===== config.mk =====
export PLATFORM = sky130hd
export DESIGN_NAME = triple_clock_divider_multiplier_flat
export DESIGN_NICKNAME = d
export VERILOG_FILES = /design/src/hw/rtl/tcdm_pkg.sv /design/src/hw/rtl/tcdm_stream_if.sv /design/src/hw/rtl/tcdm_sub_clock.sv /design/src/hw/rtl/triple_clock_divider_multiplier.sv /design/src/flat_wrapper.sv
export SDC_FILE = /design/constraint.sdc
export NUM_CORES = 1
export LEC_CHECK = 0
export BUFFER_PORTS_ARGS = -buffer_cell sky130_fd_sc_hd__buf_4
export CAP_MARGIN = 30
export CORE_ASPECT_RATIO = 0.8
export CORE_MARGIN = 2
export CORE_UTILIZATION = 65
export CTS_CLUSTER_SIZE = 10
export DETAILED_ROUTE_END_ITERATION = 6
export PLACE_DENSITY = 0.79
export SLEW_MARGIN = 40
export SYNTH_ARGS = -nofsm -noshare
export SYNTH_HDL_FRONTEND = slang
export SYNTH_SLANG_ARGS = --single-unit

===== constraint.sdc =====
create_clock -name clk -period 18.2 [get_ports clk]
set_clock_uncertainty 0.2 [all_clocks]
set_input_delay 5.46 -clock clk [delete_from_list [all_inputs] [get_ports clk]]
set_output_delay 5.46 -clock clk [all_outputs]
set_load 0.005 [all_outputs]

===== src/hw/rtl/tcdm_pkg.sv =====
// ----------------------------------------------------------------------------
// tcdm_pkg
// Shared types and constants of the triple clock divider/multiplier: beat
// payloads, configuration register indexes and fixed widths.
// ----------------------------------------------------------------------------
package tcdm_pkg;

	// Fixed widths of the configuration registers and the prescaler.
	localparam int PRESCALE_WIDTH = 16;
	localparam int SELECT_WIDTH   = 4;
	localparam int CFG_DATA_WIDTH = 16;
	localparam int CFG_INDEX_WIDTH = 2;

	// Highest usable table index; larger selects saturate here.
	localparam logic [SELECT_WIDTH-1:0] SELECT_MAX = 4'd10;

	// Reset values of the registers.
	localparam logic [PRESCALE_WIDTH-1:0] MASTER_PERIOD_RESET = 16'd176;
	localparam logic [SELECT_WIDTH-1:0]   SELECT_RESET        = 4'd5;

	// Configuration register indexes.
	typedef enum logic [CFG_INDEX_WIDTH-1:0] {
		REG_MASTER_PERIOD = 2'd0,
		REG_B_SELECT      = 2'd1,
		REG_C_SELECT      = 2'd2
	} cfg_reg_t;

	// Input beat: one timer tick.
	typedef struct packed {
		logic advance;
	} tick_beat_t;

	// Result beat: clock levels after the tick.
	typedef struct packed {
		logic clock_a;
		logic clock_b;
		logic clock_c;
		logic sub_tick;
	} level_beat_t;

endpackage


===== src/hw/rtl/tcdm_stream_if.sv =====
// ----------------------------------------------------------------------------
// tcdm_stream_if
// Valid/ready stream channel carrying one payload of a chosen type per beat.
// ----------------------------------------------------------------------------
interface tcdm_stream_if #(
	parameter type payload_t = logic
);
	logic     valid;
	logic     ready;
	payload_t payload;

	modport source (output valid, output payload, input ready);
	modport sink (input valid, input payload, output ready);
endinterface


===== src/hw/rtl/tcdm_sub_clock.sv =====
// ----------------------------------------------------------------------------
// tcdm_sub_clock
// One sub-clock: a sub-tick counter with its output level, an optional phase
// reset, and a wrap flag for the sub-tick in which the clock turns on.
// ----------------------------------------------------------------------------
module tcdm_sub_clock #(
	parameter int COUNT_WIDTH = 16
) (
	input  logic                   clk,
	input  logic                   arst_n,
	input  logic                   step,
	input  logic                   resync,
	input  logic [COUNT_WIDTH-1:0] period,
	output logic                   level,
	output logic                   wrapped
);

	logic [COUNT_WIDTH-1:0] count_q;
	logic                   level_q;
	logic [COUNT_WIDTH-1:0] start_count;
	logic                   start_level;
	logic [COUNT_WIDTH-1:0] inc_count;
	logic [COUNT_WIDTH-1:0] half;
	logic [COUNT_WIDTH-1:0] last;
	logic [COUNT_WIDTH-1:0] count_next;
	logic                   level_next;

	// A phase reset loads all ones so the advance below lands on zero.
	always_comb begin
		start_count = resync ? {COUNT_WIDTH{1'b1}} : count_q;
		start_level = resync ? 1'b1 : level_q;
		inc_count   = start_count + COUNT_WIDTH'(1);
		half        = period >> 1;
		last        = period - COUNT_WIDTH'(1);
		count_next  = inc_count;
		level_next  = start_level;
		wrapped     = 1'b0;
		if (inc_count == half) begin
			level_next = 1'b0;
		end
		if (inc_count > last) begin
			count_next = '0;
			level_next = 1'b1;
			wrapped    = step;
		end
	end

	// The level seen in the result is the one after this beat.
	assign level = step ? level_next : level_q;

	always_ff @(posedge clk or negedge arst_n) begin
		if (!arst_n) begin
			count_q <= '0;
			level_q <= 1'b1;
		end else if (step) begin
			count_q <= count_next;
			level_q <= level_next;
		end
	end

endmodule


===== src/hw/rtl/triple_clock_divider_multiplier.sv =====
// ----------------------------------------------------------------------------
// triple_clock_divider_multiplier
// Prescaled timer ticks drive three sub-clocks: A at a fixed period, B and C
// at table-selected multiples of it, with a phase reset of B or C on a select
// change that takes effect when A next turns on.
//
//   Channel   Dir   Payload                               Handshake
//   tick      in    advance                               valid/ready
//   result    out   clock_a, clock_b, clock_c, sub_tick   valid/ready
//   wr_*      in    register index, data                  write enable only
//
// A beat is accepted every cycle while the result register is empty or
// being emptied. The state updates and the result register loads at the
// edge that accepts the beat. Reset restores the register defaults and
// all counters at once. A stalled result holds, and no further beat is
// accepted until it is taken.
// ----------------------------------------------------------------------------
module triple_clock_divider_multiplier
	import tcdm_pkg::*;
#(
	parameter int BASE_TICKS  = 48,
	parameter int COUNT_WIDTH = 16
) (
	input  logic                       clk,
	input  logic                       arst_n,
	tcdm_stream_if.sink                tick,
	tcdm_stream_if.source              result,
	input  logic                       wr_en,
	input  logic [CFG_INDEX_WIDTH-1:0] wr_index,
	input  logic [CFG_DATA_WIDTH-1:0]  wr_data
);

	// Periods in sub-ticks, worked out at elaboration.
	localparam logic [COUNT_WIDTH-1:0] A_PERIOD = COUNT_WIDTH'(BASE_TICKS);
	localparam logic [COUNT_WIDTH-1:0] B_P0  = COUNT_WIDTH'(BASE_TICKS * 8);
	localparam logic [COUNT_WIDTH-1:0] B_P1  = COUNT_WIDTH'(BASE_TICKS * 6);
	localparam logic [COUNT_WIDTH-1:0] B_P2  = COUNT_WIDTH'(BASE_TICKS * 4);
	localparam logic [COUNT_WIDTH-1:0] B_P3  = COUNT_WIDTH'(BASE_TICKS * 3);
	localparam logic [COUNT_WIDTH-1:0] B_P4  = COUNT_WIDTH'(BASE_TICKS * 2);
	localparam logic [COUNT_WIDTH-1:0] B_P5  = COUNT_WIDTH'(BASE_TICKS);
	localparam logic [COUNT_WIDTH-1:0] B_P6  = COUNT_WIDTH'(BASE_TICKS / 2);
	localparam logic [COUNT_WIDTH-1:0] B_P7  = COUNT_WIDTH'(BASE_TICKS / 3);
	localparam logic [COUNT_WIDTH-1:0] B_P8  = COUNT_WIDTH'(BASE_TICKS / 4);
	localparam logic [COUNT_WIDTH-1:0] B_P9  = COUNT_WIDTH'(BASE_TICKS / 6);
	localparam logic [COUNT_WIDTH-1:0] B_P10 = COUNT_WIDTH'(BASE_TICKS / 8);
	localparam logic [COUNT_WIDTH-1:0] C_P0  = COUNT_WIDTH'(BASE_TICKS * 24);
	localparam logic [COUNT_WIDTH-1:0] C_P1  = COUNT_WIDTH'(BASE_TICKS * 12);
	localparam logic [COUNT_WIDTH-1:0] C_P2  = COUNT_WIDTH'(BASE_TICKS * 8);
	localparam logic [COUNT_WIDTH-1:0] C_P3  = COUNT_WIDTH'(BASE_TICKS * 4);
	localparam logic [COUNT_WIDTH-1:0] C_P4  = COUNT_WIDTH'(BASE_TICKS * 2);
	localparam logic [COUNT_WIDTH-1:0] C_P5  = COUNT_WIDTH'(BASE_TICKS);
	localparam logic [COUNT_WIDTH-1:0] C_P6  = COUNT_WIDTH'(BASE_TICKS / 2);
	localparam logic [COUNT_WIDTH-1:0] C_P7  = COUNT_WIDTH'(BASE_TICKS / 4);
	localparam logic [COUNT_WIDTH-1:0] C_P8  = COUNT_WIDTH'(BASE_TICKS / 8);
	localparam logic [COUNT_WIDTH-1:0] C_P9  = COUNT_WIDTH'(BASE_TICKS / 12);
	localparam logic [COUNT_WIDTH-1:0] C_P10 = COUNT_WIDTH'(BASE_TICKS / 24);

	logic [PRESCALE_WIDTH-1:0] master_period_q;
	logic [SELECT_WIDTH-1:0]   b_select_q;
	logic [SELECT_WIDTH-1:0]   c_select_q;
	logic [PRESCALE_WIDTH-1:0] prescale_q;
	logic [SELECT_WIDTH-1:0]   last_b_q;
	logic [SELECT_WIDTH-1:0]   last_c_q;
	logic                      pending_b_q;
	logic                      pending_c_q;
	level_beat_t               result_q;
	logic                      result_valid_q;

	logic                      accept;
	logic                      advance;
	logic [PRESCALE_WIDTH-1:0] prescale_inc;
	logic                      sub_tick;
	logic                      step;
	logic [SELECT_WIDTH-1:0]   b_sat;
	logic [SELECT_WIDTH-1:0]   c_sat;
	logic                      pending_b;
	logic                      pending_c;
	logic [COUNT_WIDTH-1:0]    b_period;
	logic [COUNT_WIDTH-1:0]    c_period;
	logic                      a_wrapped;
	logic                      b_wrapped;
	logic                      c_wrapped;
	logic                      level_a;
	logic                      level_b;
	logic                      level_c;
	logic                      resync_b;
	logic                      resync_c;

	// Handshake: the result register parts the two sides.
	assign tick.ready     = !result_valid_q || result.ready;
	assign accept         = tick.valid && tick.ready;
	assign advance        = tick.payload.advance;
	assign result.valid   = result_valid_q;
	assign result.payload = result_q;

	// Configuration registers.
	always_ff @(posedge clk or negedge arst_n) begin
		if (!arst_n) begin
			master_period_q <= MASTER_PERIOD_RESET;
			b_select_q      <= SELECT_RESET;
			c_select_q      <= SELECT_RESET;
		end else if (wr_en) begin
			case (wr_index)
				REG_MASTER_PERIOD: master_period_q <= wr_data;
				REG_B_SELECT:      b_select_q <= wr_data[SELECT_WIDTH-1:0];
				REG_C_SELECT:      c_select_q <= wr_data[SELECT_WIDTH-1:0];
				default: ;
			endcase
		end
	end

	// Prescaler and select change detection.
	always_comb begin
		prescale_inc = prescale_q + PRESCALE_WIDTH'(1);
		sub_tick     = advance && (prescale_inc > master_period_q);
		step         = accept && sub_tick;
		b_sat        = (b_select_q > SELECT_MAX) ? SELECT_MAX : b_select_q;
		c_sat        = (c_select_q > SELECT_MAX) ? SELECT_MAX : c_select_q;
		pending_b    = pending_b_q || (b_sat != last_b_q);
		pending_c    = pending_c_q || (c_sat != last_c_q);
		resync_b     = a_wrapped && pending_b;
		resync_c     = a_wrapped && pending_c;
	end

	// Multiplier tables.
	always_comb begin
		case (b_sat)
			4'd0:    b_period = B_P0;
			4'd1:    b_period = B_P1;
			4'd2:    b_period = B_P2;
			4'd3:    b_period = B_P3;
			4'd4:    b_period = B_P4;
			4'd5:    b_period = B_P5;
			4'd6:    b_period = B_P6;
			4'd7:    b_period = B_P7;
			4'd8:    b_period = B_P8;
			4'd9:    b_period = B_P9;
			default: b_period = B_P10;
		endcase
		case (c_sat)
			4'd0:    c_period = C_P0;
			4'd1:    c_period = C_P1;
			4'd2:    c_period = C_P2;
			4'd3:    c_period = C_P3;
			4'd4:    c_period = C_P4;
			4'd5:    c_period = C_P5;
			4'd6:    c_period = C_P6;
			4'd7:    c_period = C_P7;
			4'd8:    c_period = C_P8;
			4'd9:    c_period = C_P9;
			default: c_period = C_P10;
		endcase
	end

	// The three sub-clocks; A's wrap carries out pending phase resets.
	tcdm_sub_clock #(.COUNT_WIDTH(COUNT_WIDTH)) u_clock_a (
		.clk     (clk),
		.arst_n  (arst_n),
		.step    (step),
		.resync  (1'b0),
		.period  (A_PERIOD),
		.level   (level_a),
		.wrapped (a_wrapped)
	);

	tcdm_sub_clock #(.COUNT_WIDTH(COUNT_WIDTH)) u_clock_b (
		.clk     (clk),
		.arst_n  (arst_n),
		.step    (step),
		.resync  (resync_b),
		.period  (b_period),
		.level   (level_b),
		.wrapped (b_wrapped)
	);

	tcdm_sub_clock #(.COUNT_WIDTH(COUNT_WIDTH)) u_clock_c (
		.clk     (clk),
		.arst_n  (arst_n),
		.step    (step),
		.resync  (resync_c),
		.period  (c_period),
		.level   (level_c),
		.wrapped (c_wrapped)
	);

	// Tick state, updated only by an accepted beat with advance set.
	always_ff @(posedge clk or negedge arst_n) begin
		if (!arst_n) begin
			prescale_q  <= '0;
			last_b_q    <= SELECT_RESET;
			last_c_q    <= SELECT_RESET;
			pending_b_q <= 1'b0;
			pending_c_q <= 1'b0;
		end else if (accept && advance) begin
			prescale_q  <= sub_tick ? '0 : prescale_inc;
			last_b_q    <= b_sat;
			last_c_q    <= c_sat;
			pending_b_q <= pending_b && !(step && a_wrapped);
			pending_c_q <= pending_c && !(step && a_wrapped);
		end
	end

	// Result register valid flag.
	always_ff @(posedge clk or negedge arst_n) begin
		if (!arst_n) begin
			result_valid_q <= 1'b0;
		end else if (accept) begin
			result_valid_q <= 1'b1;
		end else if (result.ready) begin
			result_valid_q <= 1'b0;
		end
	end

	// Result payload; the wrap flags of B and C cancel out and leave their levels as they are.
	always_ff @(posedge clk) begin
		if (accept) begin
			result_q.clock_a  <= level_a;
			result_q.clock_b  <= level_b | (b_wrapped & ~b_wrapped);
			result_q.clock_c  <= level_c | (c_wrapped & ~c_wrapped);
			result_q.sub_tick <= sub_tick;
		end
	end

endmodule


===== src/flat_wrapper.sv =====
// flat-port wrapper written by rule: the top's interface ports become plain ports
module triple_clock_divider_multiplier_flat import tcdm_pkg::*;
#(
	parameter int BASE_TICKS  = 48,
	parameter int COUNT_WIDTH = 16
)
  (clk, arst_n, wr_en, wr_index, wr_data, tick_valid, tick_payload, tick_ready, result_valid, result_payload, result_ready);
  tcdm_stream_if #(.payload_t(tick_beat_t)) tick_i ();
  tcdm_stream_if #(.payload_t(level_beat_t)) result_i ();
  input  logic clk;
  input  logic arst_n;
  input  logic wr_en;
  input  logic [CFG_INDEX_WIDTH-1:0] wr_index;
  input  logic [CFG_DATA_WIDTH-1:0] wr_data;
  input wire logic [$bits(tick_i.valid)-1:0] tick_valid;
  input wire logic [$bits(tick_i.payload)-1:0] tick_payload;
  output wire logic [$bits(tick_i.ready)-1:0] tick_ready;
  output wire logic [$bits(result_i.valid)-1:0] result_valid;
  output wire logic [$bits(result_i.payload)-1:0] result_payload;
  input wire logic [$bits(result_i.ready)-1:0] result_ready;
  assign tick_i.valid = tick_valid;
  assign tick_i.payload = tick_payload;
  assign tick_ready = tick_i.ready;
  assign result_valid = result_i.valid;
  assign result_payload = result_i.payload;
  assign result_i.ready = result_ready;
  triple_clock_divider_multiplier #(.BASE_TICKS(BASE_TICKS), .COUNT_WIDTH(COUNT_WIDTH)) u_core (.clk(clk), .arst_n(arst_n), .tick(tick_i), .result(result_i), .wr_en(wr_en), .wr_index(wr_index), .wr_data(wr_data));
endmodule

# Word level (Yosys, flattened, before mapping)
# Memories as Yosys holds them, arrays and structs flattened.
# Index checks and enable logic that the tools add are counted.
[totals] in_bits=24 n_memories=2 mem_bits_ro=288 reg_bits=106
[classes] order_cmp=6 eq_ne=7 add_sub_neg=6 muxes=22 reduce_logical=19
[mem_list] memory="(name not given)" depth=16 word_bits=10 rd=1 rd_clocked_by_memory_dff=0 wr=0 line="triple_clock_divider_multiplier.sv:140" source="case (c_sat)"
[mem_list] memory="(name not given)" depth=16 word_bits=8 rd=1 rd_clocked_by_memory_dff=0 wr=0 line="triple_clock_divider_multiplier.sv:127" source="case (b_sat)"
[op_table] op="$mux 16" count=6
[op_table] op="$add 16x1->16 const B" count=4
[op_table] op="$gt 16x16->1" count=3
[op_table] op="$eq 16x15->1" count=2
[op_table] op="$sub 16x1->16 const B" count=2
[op_table] op="$eq 16x5->1 const B" count=1
[op_table] op="$gt 16x6->1 const B" count=1
[op_table] op="$mux 1" count=14
[op_table] op="$logic_and 1x1->1" count=9
[op_table] op="$gt 4x4->1 const B" count=2
[op_table] op="$mux 4" count=2
[op_table] op="$ne 4x4->1" count=2
[op_table] op="$reduce_and 2->1" count=3
[op_table] op="$logic_or 1x1->1" count=3
[op_table] op="$eq 2x1->1 const B" count=1
[op_table] op="$eq 2x2->1 const B" count=1
[op_table] op="$logic_not 1->1" count=2
[op_table] op="$logic_not 2->1" count=1
[op_table] op="$reduce_bool 2->1" count=1

# Logic depth before layout (Yosys ltp)
[logic_depth] word_depth=12 depth_mapped=35 depth_no_buf=31

# Cells and area by module
# From an unflattened synthesis, not the netlist that was laid out.
[unflattened] hier_cells=1244 area_unflattened_um2=9913.3
[by_module_without_submodules] module="tcdm_sub_clock (u_core.u_clock_a ...)" seq_area_each_um2=426.7 n_inst=2 area_each_um2=2213.4 cells_each=290
[by_module_without_submodules] module="triple_clock_divider_multiplier" seq_area_each_um2=1410.1 n_inst=1 area_each_um2=3251.9 cells_each=351
[by_module_without_submodules] module="tcdm_sub_clock (u_core.u_clock_b)" seq_area_each_um2=426.7 n_inst=1 area_each_um2=2234.6 cells_each=313

# Least setup slack after synthesis
# Ideal clock, no wire load.
[synth_path] kind="input to output" from="input result_ready" to="output tick_ready" path_buffers=0 required_ps=12540 arrival_ps=5625 stages=1 setup_slack_ps=6915 path_cell_list="nand2b_1"
[synth_between] elab_chain_len=1
[synth_rtl] item="start: declaration" line="flat_wrapper.sv:20" source="input wire logic [$bits(result_i.ready)-1:0] result_ready;"
[synth_rtl] item="$logic_or 1x1->1" line="triple_clock_divider_multiplier.sv:90" source="assign tick.ready = !result_valid_q || result.ready;"
[synth_rtl] item="end: declaration" line="flat_wrapper.sv:17" source="output wire logic [$bits(tick_i.ready)-1:0] tick_ready;"
# Every way passes these cells.

# Final worst setup path
# Ends and elaborated chain as after synthesis.

==> out/qor.log <==
INFO  synth          synth_area_in_xor_xnor=0.05467
INFO  power_and_ir_drop powerDensity=90.90nW/um2
INFO  cells_and_area multiInputGateArea=4985um2
INFO  routing        totalWireLength=20090um
INFO  synth          ys_dominant_reg_cell=sky130_fd_sc_hd__dfrtp_1
INFO  critical_path  worst_setup_path_endpoint=tick_ready
INFO  cts            clockRootBuffer=sky130_fd_sc_hd__clkbuf_16
INFO  sta            timing.final.max_slew_violations=0
INFO  cts            clkLatencyLatePin=0.36ns
INFO  die            standard_cell_rows=36
INFO  flow_run       max_cap_viol_count=0
INFO  global_route   number_of_global_route_vias_before_repair=6630
INFO  placement      placed_cells_incl_taps=1114
INFO  die            core_area=12120um2
INFO  synth          synth.mux.area_fraction=0.02437
INFO  critical_path  crit_start=result_ready
INFO  critical_path  worst_r2r_start=u_core.prescale_q[2]$_DFFE_PN0P_
INFO  critical_path  regToRegEndpoint=u_core.result.payload[1]$_DFFE_PP_
INFO  sta            setup_violations=0
INFO  synth          ys_seq_elements=106
INFO  synth          synth.yosys.seq_area_share=0.3358
INFO  cts            tritoncts.num_buffers=9
INFO  routing        via_per_inst=6.417
INFO  placement      dp.final_hpwl=14860um
INFO  critical_path  critPathArrivalTime=5.89ns
INFO  worst_hold_path worstHoldPathType=reg2reg
INFO  cts            post_cts_setup_buffers=0
INFO  critical_path  setup.worst_path.start_class=input port
INFO  cts            cts_tree=yes
INFO  routing        drt.antenna.violating_nets=0
INFO  sta            maxSlewHeadroom=0.4576
INFO  cells_and_area final_layout_size_suffix_gt1_frac=0.1094
INFO  synth          post_synth_instance_area=8010um2
INFO  synth          yosys_cell_types=80
INFO  sta            unrepaired_setup_endpoints_after_global_routing=no
INFO  die            floorplan.die.height=103.3um
INFO  critical_path  worst_setup_path_end_kind=output pin
INFO  routing        wl_per_cell=17.78um
INFO  synth          post_synthesis_share_of_cell_area_spent_on_full_adders_half_adders_and_majority_gates=0.08872
INFO  critical_path  worstRegToRegCells=28
INFO  routing        num_vias=7251
INFO  routing        drt_drc_violations_left=0
INFO  synth          synth_simple_gate_area_frac=0.2387
INFO  sta            holdWs=0.2968ns
INFO  sta            hold_viol=0
INFO  sta            timing.final.crit_period=11.55ns
INFO  die            die_area=13230um2
INFO  synth          synth_top_family_by_area=simple AND/OR/NAND/NOR gates
INFO  global_route   antenna_found_initial=0
INFO  cells_and_area finish.cell_count_without_fillers=1130
INFO  sta            max_freq=86.61MHz
INFO  sta            timing.setup.tns=0ns
INFO  cts            cts-resized-gates=0
INFO  synth          syn_inst=972
INFO  critical_path  r2r_setup_slack=9.40ns
INFO  routing        drt_pass1_iterations=5
INFO  critical_path  worst-endpoint-required=12.54ns
INFO  synth          synth-warning-count=0
INFO  sta            tightestPinTransition=0.8106ns
INFO  cts            cts_num_sinks=106
INFO  cells_and_area number_of_nets_in_the_layout=1053
INFO  placement      place_worst_setup_slack=6.571ns
INFO  die            starting_density=0.6611
INFO  cts            path_clk_slew=0.07ns
INFO  power_and_ir_drop worst_ir_drop_vdd=0.0001030V
INFO  global_route   grtUsageTotal=0.3132
INFO  cts            post_cts_hold_buffer_count=0
INFO  cts            number_of_h_tree_levels=3
INFO  sta            share_of_the_cycle_needed_by_the_critical_path_after_routing=0.6344
INFO  synth          synth-compound-area-share=0.2102
INFO  outcome        status=finished, final reports clean
INFO  placement      gpl.final_weighted_congestion=0.9411
INFO  cells_and_area antenna_cells_inserted=0
INFO  cells_and_area seqCellArea=2690um2
INFO  synth          avgSynthCellArea=8.241um2
INFO  critical_path  timing.setup.critical_path_class=in2out
INFO  global_route   wire_length_of_the_first_global_routing_pass=32880um
INFO  cells_and_area fill_cells=963
INFO  global_route   grt_max_degree=71
INFO  synth          edff_count_synth=4
INFO  sta            worst_slack=6.653ns
INFO  power_and_ir_drop cellLeakagePower=3.730nW
INFO  critical_path  critical_path.max_fanout=4
INFO  die            design.portCount=30
INFO  routing        drt-initial-drc-count=694
INFO  global_route   grt.overflow.total=0
INFO  synth          synthArstFlopShare=0.9623
INFO  placement      io_buffer_count=29
INFO  cells_and_area area.growth.synth_to_final=7.560%
INFO  die            die_w=128.1um
INFO  cts            clk_path_buf_depth=2
[cell usage in the layout (no fill, tap or decap), types with 14 or more instances in the layout]
master	n
sky130_fd_sc_hd__xnor2_1	32
sky130_fd_sc_hd__ha_1	56
sky130_fd_sc_hd__xor2_1	18
sky130_fd_sc_hd__o31ai_1	22
sky130_fd_sc_hd__a21oi_1	41
sky130_fd_sc_hd__nand3_1	34
sky130_fd_sc_hd__and2_1	14
sky130_fd_sc_hd__and3_1	14
sky130_fd_sc_hd__dfrtp_1	88
sky130_fd_sc_hd__nand2b_1	17
sky130_fd_sc_hd__buf_4	35
sky130_fd_sc_hd__o21ai_0	91
sky130_fd_sc_hd__nor3_1	27
sky130_fd_sc_hd__nor2_1	71
sky130_fd_sc_hd__inv_1	50
sky130_fd_sc_hd__nand4_1	18
sky130_fd_sc_hd__dfstp_2	14
sky130_fd_sc_hd__nand2_1	130
[critical path: stages]
cell and delay [ns]:
sky130_fd_sc_hd__buf_4 0.10, sky130_fd_sc_hd__nand2b_1 0.17, sky130_fd_sc_hd__buf_4 0.15
[sequential cells by signal, summed over array words and instances, names as in the netlist]
| signal | count |
|---|---|
| u_core.u_clock_c.level_q | 1 |
| u_core.u_clock_a.level_q | 1 |
| u_core.master_period_q | 16 |
| u_core.u_clock_b.count_q | 16 |
| u_core.u_clock_b.level_q | 1 |
| u_core.last_c_q | 4 |
| u_core.pending_b_q | 1 |
| u_core.b_select_q | 4 |
| u_core.u_clock_c.count_q | 16 |
| u_core.prescale_q | 16 |
| u_core.u_clock_a.count_q | 16 |
| u_core.result.payload | 4 |
| u_core.last_b_q | 4 |
| u_core.pending_c_q | 1 |
| u_core.c_select_q | 4 |
| u_core.result.valid | 1 |
[per-stage QoR]
stage	power (W)	cell area, um2	util
floorplan	0.0005110	8021	-
global placement	0.0005754	8305	0.6855
detailed placement	0.0005902	8317	0.6864
CTS	0.0007842	8606	0.7102
global route	0.0008352	8616	0.7111
finish	0.0007832	8616	0.7111
[per-layer routing]
metal  vias to the layer above  global-route usage  share of wire
met4                         0              0.1116          0.024
li1                       3484                   -              -
met3                        39             0.07253          0.077
met1                      3450              0.4390           0.46
met5                         -                   0              0
met2                       278              0.4817           0.44
[power by group]
group	total (W)	switching [W]	internal (W)
registers	0.000322	0.0000455	0.000277
logic	0.000270	0.000160	0.000110
clock network	0.000191	0.0000952	0.0000958
[cells by family after synthesis]
family,Yosys count
xor+xnor,50
flops,106
other cells,1
buf+inv,99
simple gates,386
compound gates,255
fa+ha+maj,57
mux,18
[cell type report]
class	instances	share of cell area
clock buffers	9	0.02614
clock inverters	7	0.007406
inverters	50	0.02178
multi-input cells	770	0.5786
flip-flops and latches	106	0.3122
well taps	152	0.02207
repair buffers	36	0.03180
[Yosys cell counts, types with 4 or more instances]
| cell | instances | area, um2 |
|---|---|---|
| sky130_fd_sc_hd__nand2_1 | 130 | 488.0 |
| sky130_fd_sc_hd__o21ai_0 | 91 | 455.4 |
| sky130_fd_sc_hd__dfrtp_1 | 88 | 2202 |
| sky130_fd_sc_hd__nor2_1 | 71 | 266.5 |
| sky130_fd_sc_hd__ha_1 | 56 | 700.7 |
| sky130_fd_sc_hd__inv_1 | 50 | 187.7 |
| sky130_fd_sc_hd__clkbuf_1 | 44 | 165.2 |
| sky130_fd_sc_hd__a21oi_1 | 41 | 205.2 |
| sky130_fd_sc_hd__nand3_1 | 34 | 170.2 |
| sky130_fd_sc_hd__xnor2_1 | 32 | 280.3 |
| sky130_fd_sc_hd__nor3_1 | 27 | 135.1 |
| sky130_fd_sc_hd__o31ai_1 | 22 | 165.2 |
| sky130_fd_sc_hd__nand4_1 | 18 | 112.6 |
| sky130_fd_sc_hd__xor2_1 | 18 | 157.7 |
| sky130_fd_sc_hd__nand2b_1 | 17 | 106.4 |
| sky130_fd_sc_hd__and2_1 | 14 | 87.58 |
| sky130_fd_sc_hd__and3_1 | 14 | 87.58 |
| sky130_fd_sc_hd__dfstp_2 | 14 | 367.9 |
| sky130_fd_sc_hd__a21o_1 | 12 | 90.09 |
| sky130_fd_sc_hd__a31oi_1 | 12 | 75.07 |
| sky130_fd_sc_hd__mux2_2 | 12 | 135.1 |
| sky130_fd_sc_hd__nor4_1 | 10 | 62.56 |
| sky130_fd_sc_hd__o211ai_1 | 8 | 60.06 |
| sky130_fd_sc_hd__or2_2 | 8 | 50.05 |
| sky130_fd_sc_hd__nor2b_1 | 7 | 43.79 |
| sky130_fd_sc_hd__o41ai_1 | 7 | 61.31 |
| sky130_fd_sc_hd__a211oi_1 | 6 | 45.04 |
| sky130_fd_sc_hd__mux2i_1 | 6 | 60.06 |
| sky130_fd_sc_hd__nor3b_1 | 6 | 45.04 |
| sky130_fd_sc_hd__or4_1 | 6 | 45.04 |
| sky130_fd_sc_hd__nand3b_1 | 5 | 37.54 |
| sky130_fd_sc_hd__buf_2 | 4 | 20.02 |
| sky130_fd_sc_hd__edfxtp_1 | 4 | 120.1 |
| sky130_fd_sc_hd__o22ai_1 | 4 | 25.02 |
| sky130_fd_sc_hd__or3_1 | 4 | 25.02 |
[how the worst min path moves through the flow]
| stage | startpoint | endpoint | slack [ns] | depth (start not counted) |
|---|---|---|---|---|
| 2_1_floorplan | u_core.pending_b_q$_DFFE_PN0P_ | u_core.pending_b_q$_DFFE_PN0P_ | 0.25 | 2 |
| 3_3_place_gp | u_core.prescale_q[15]$_DFFE_PN0P_ | u_core.prescale_q[15]$_DFFE_PN0P_ | 0.27 | 2 |
| 3_5_place_dp | u_core.u_clock_a.level_q$_DFF_PN1_ | u_core.u_clock_a.level_q$_DFF_PN1_ | 0.29 | 2 |
| 4_1_cts | u_core.u_clock_a.level_q$_DFF_PN1_ | u_core.u_clock_a.level_q$_DFF_PN1_ | 0.30 | 2 |
| 5_1_grt | u_core.u_clock_a.level_q$_DFF_PN1_ | u_core.u_clock_a.level_q$_DFF_PN1_ | 0.33 | 2 |
| 6_report | u_core.u_clock_a.level_q$_DFF_PN1_ | u_core.u_clock_a.level_q$_DFF_PN1_ | 0.30 | 2 |
(Power assumes the default switching activity.)
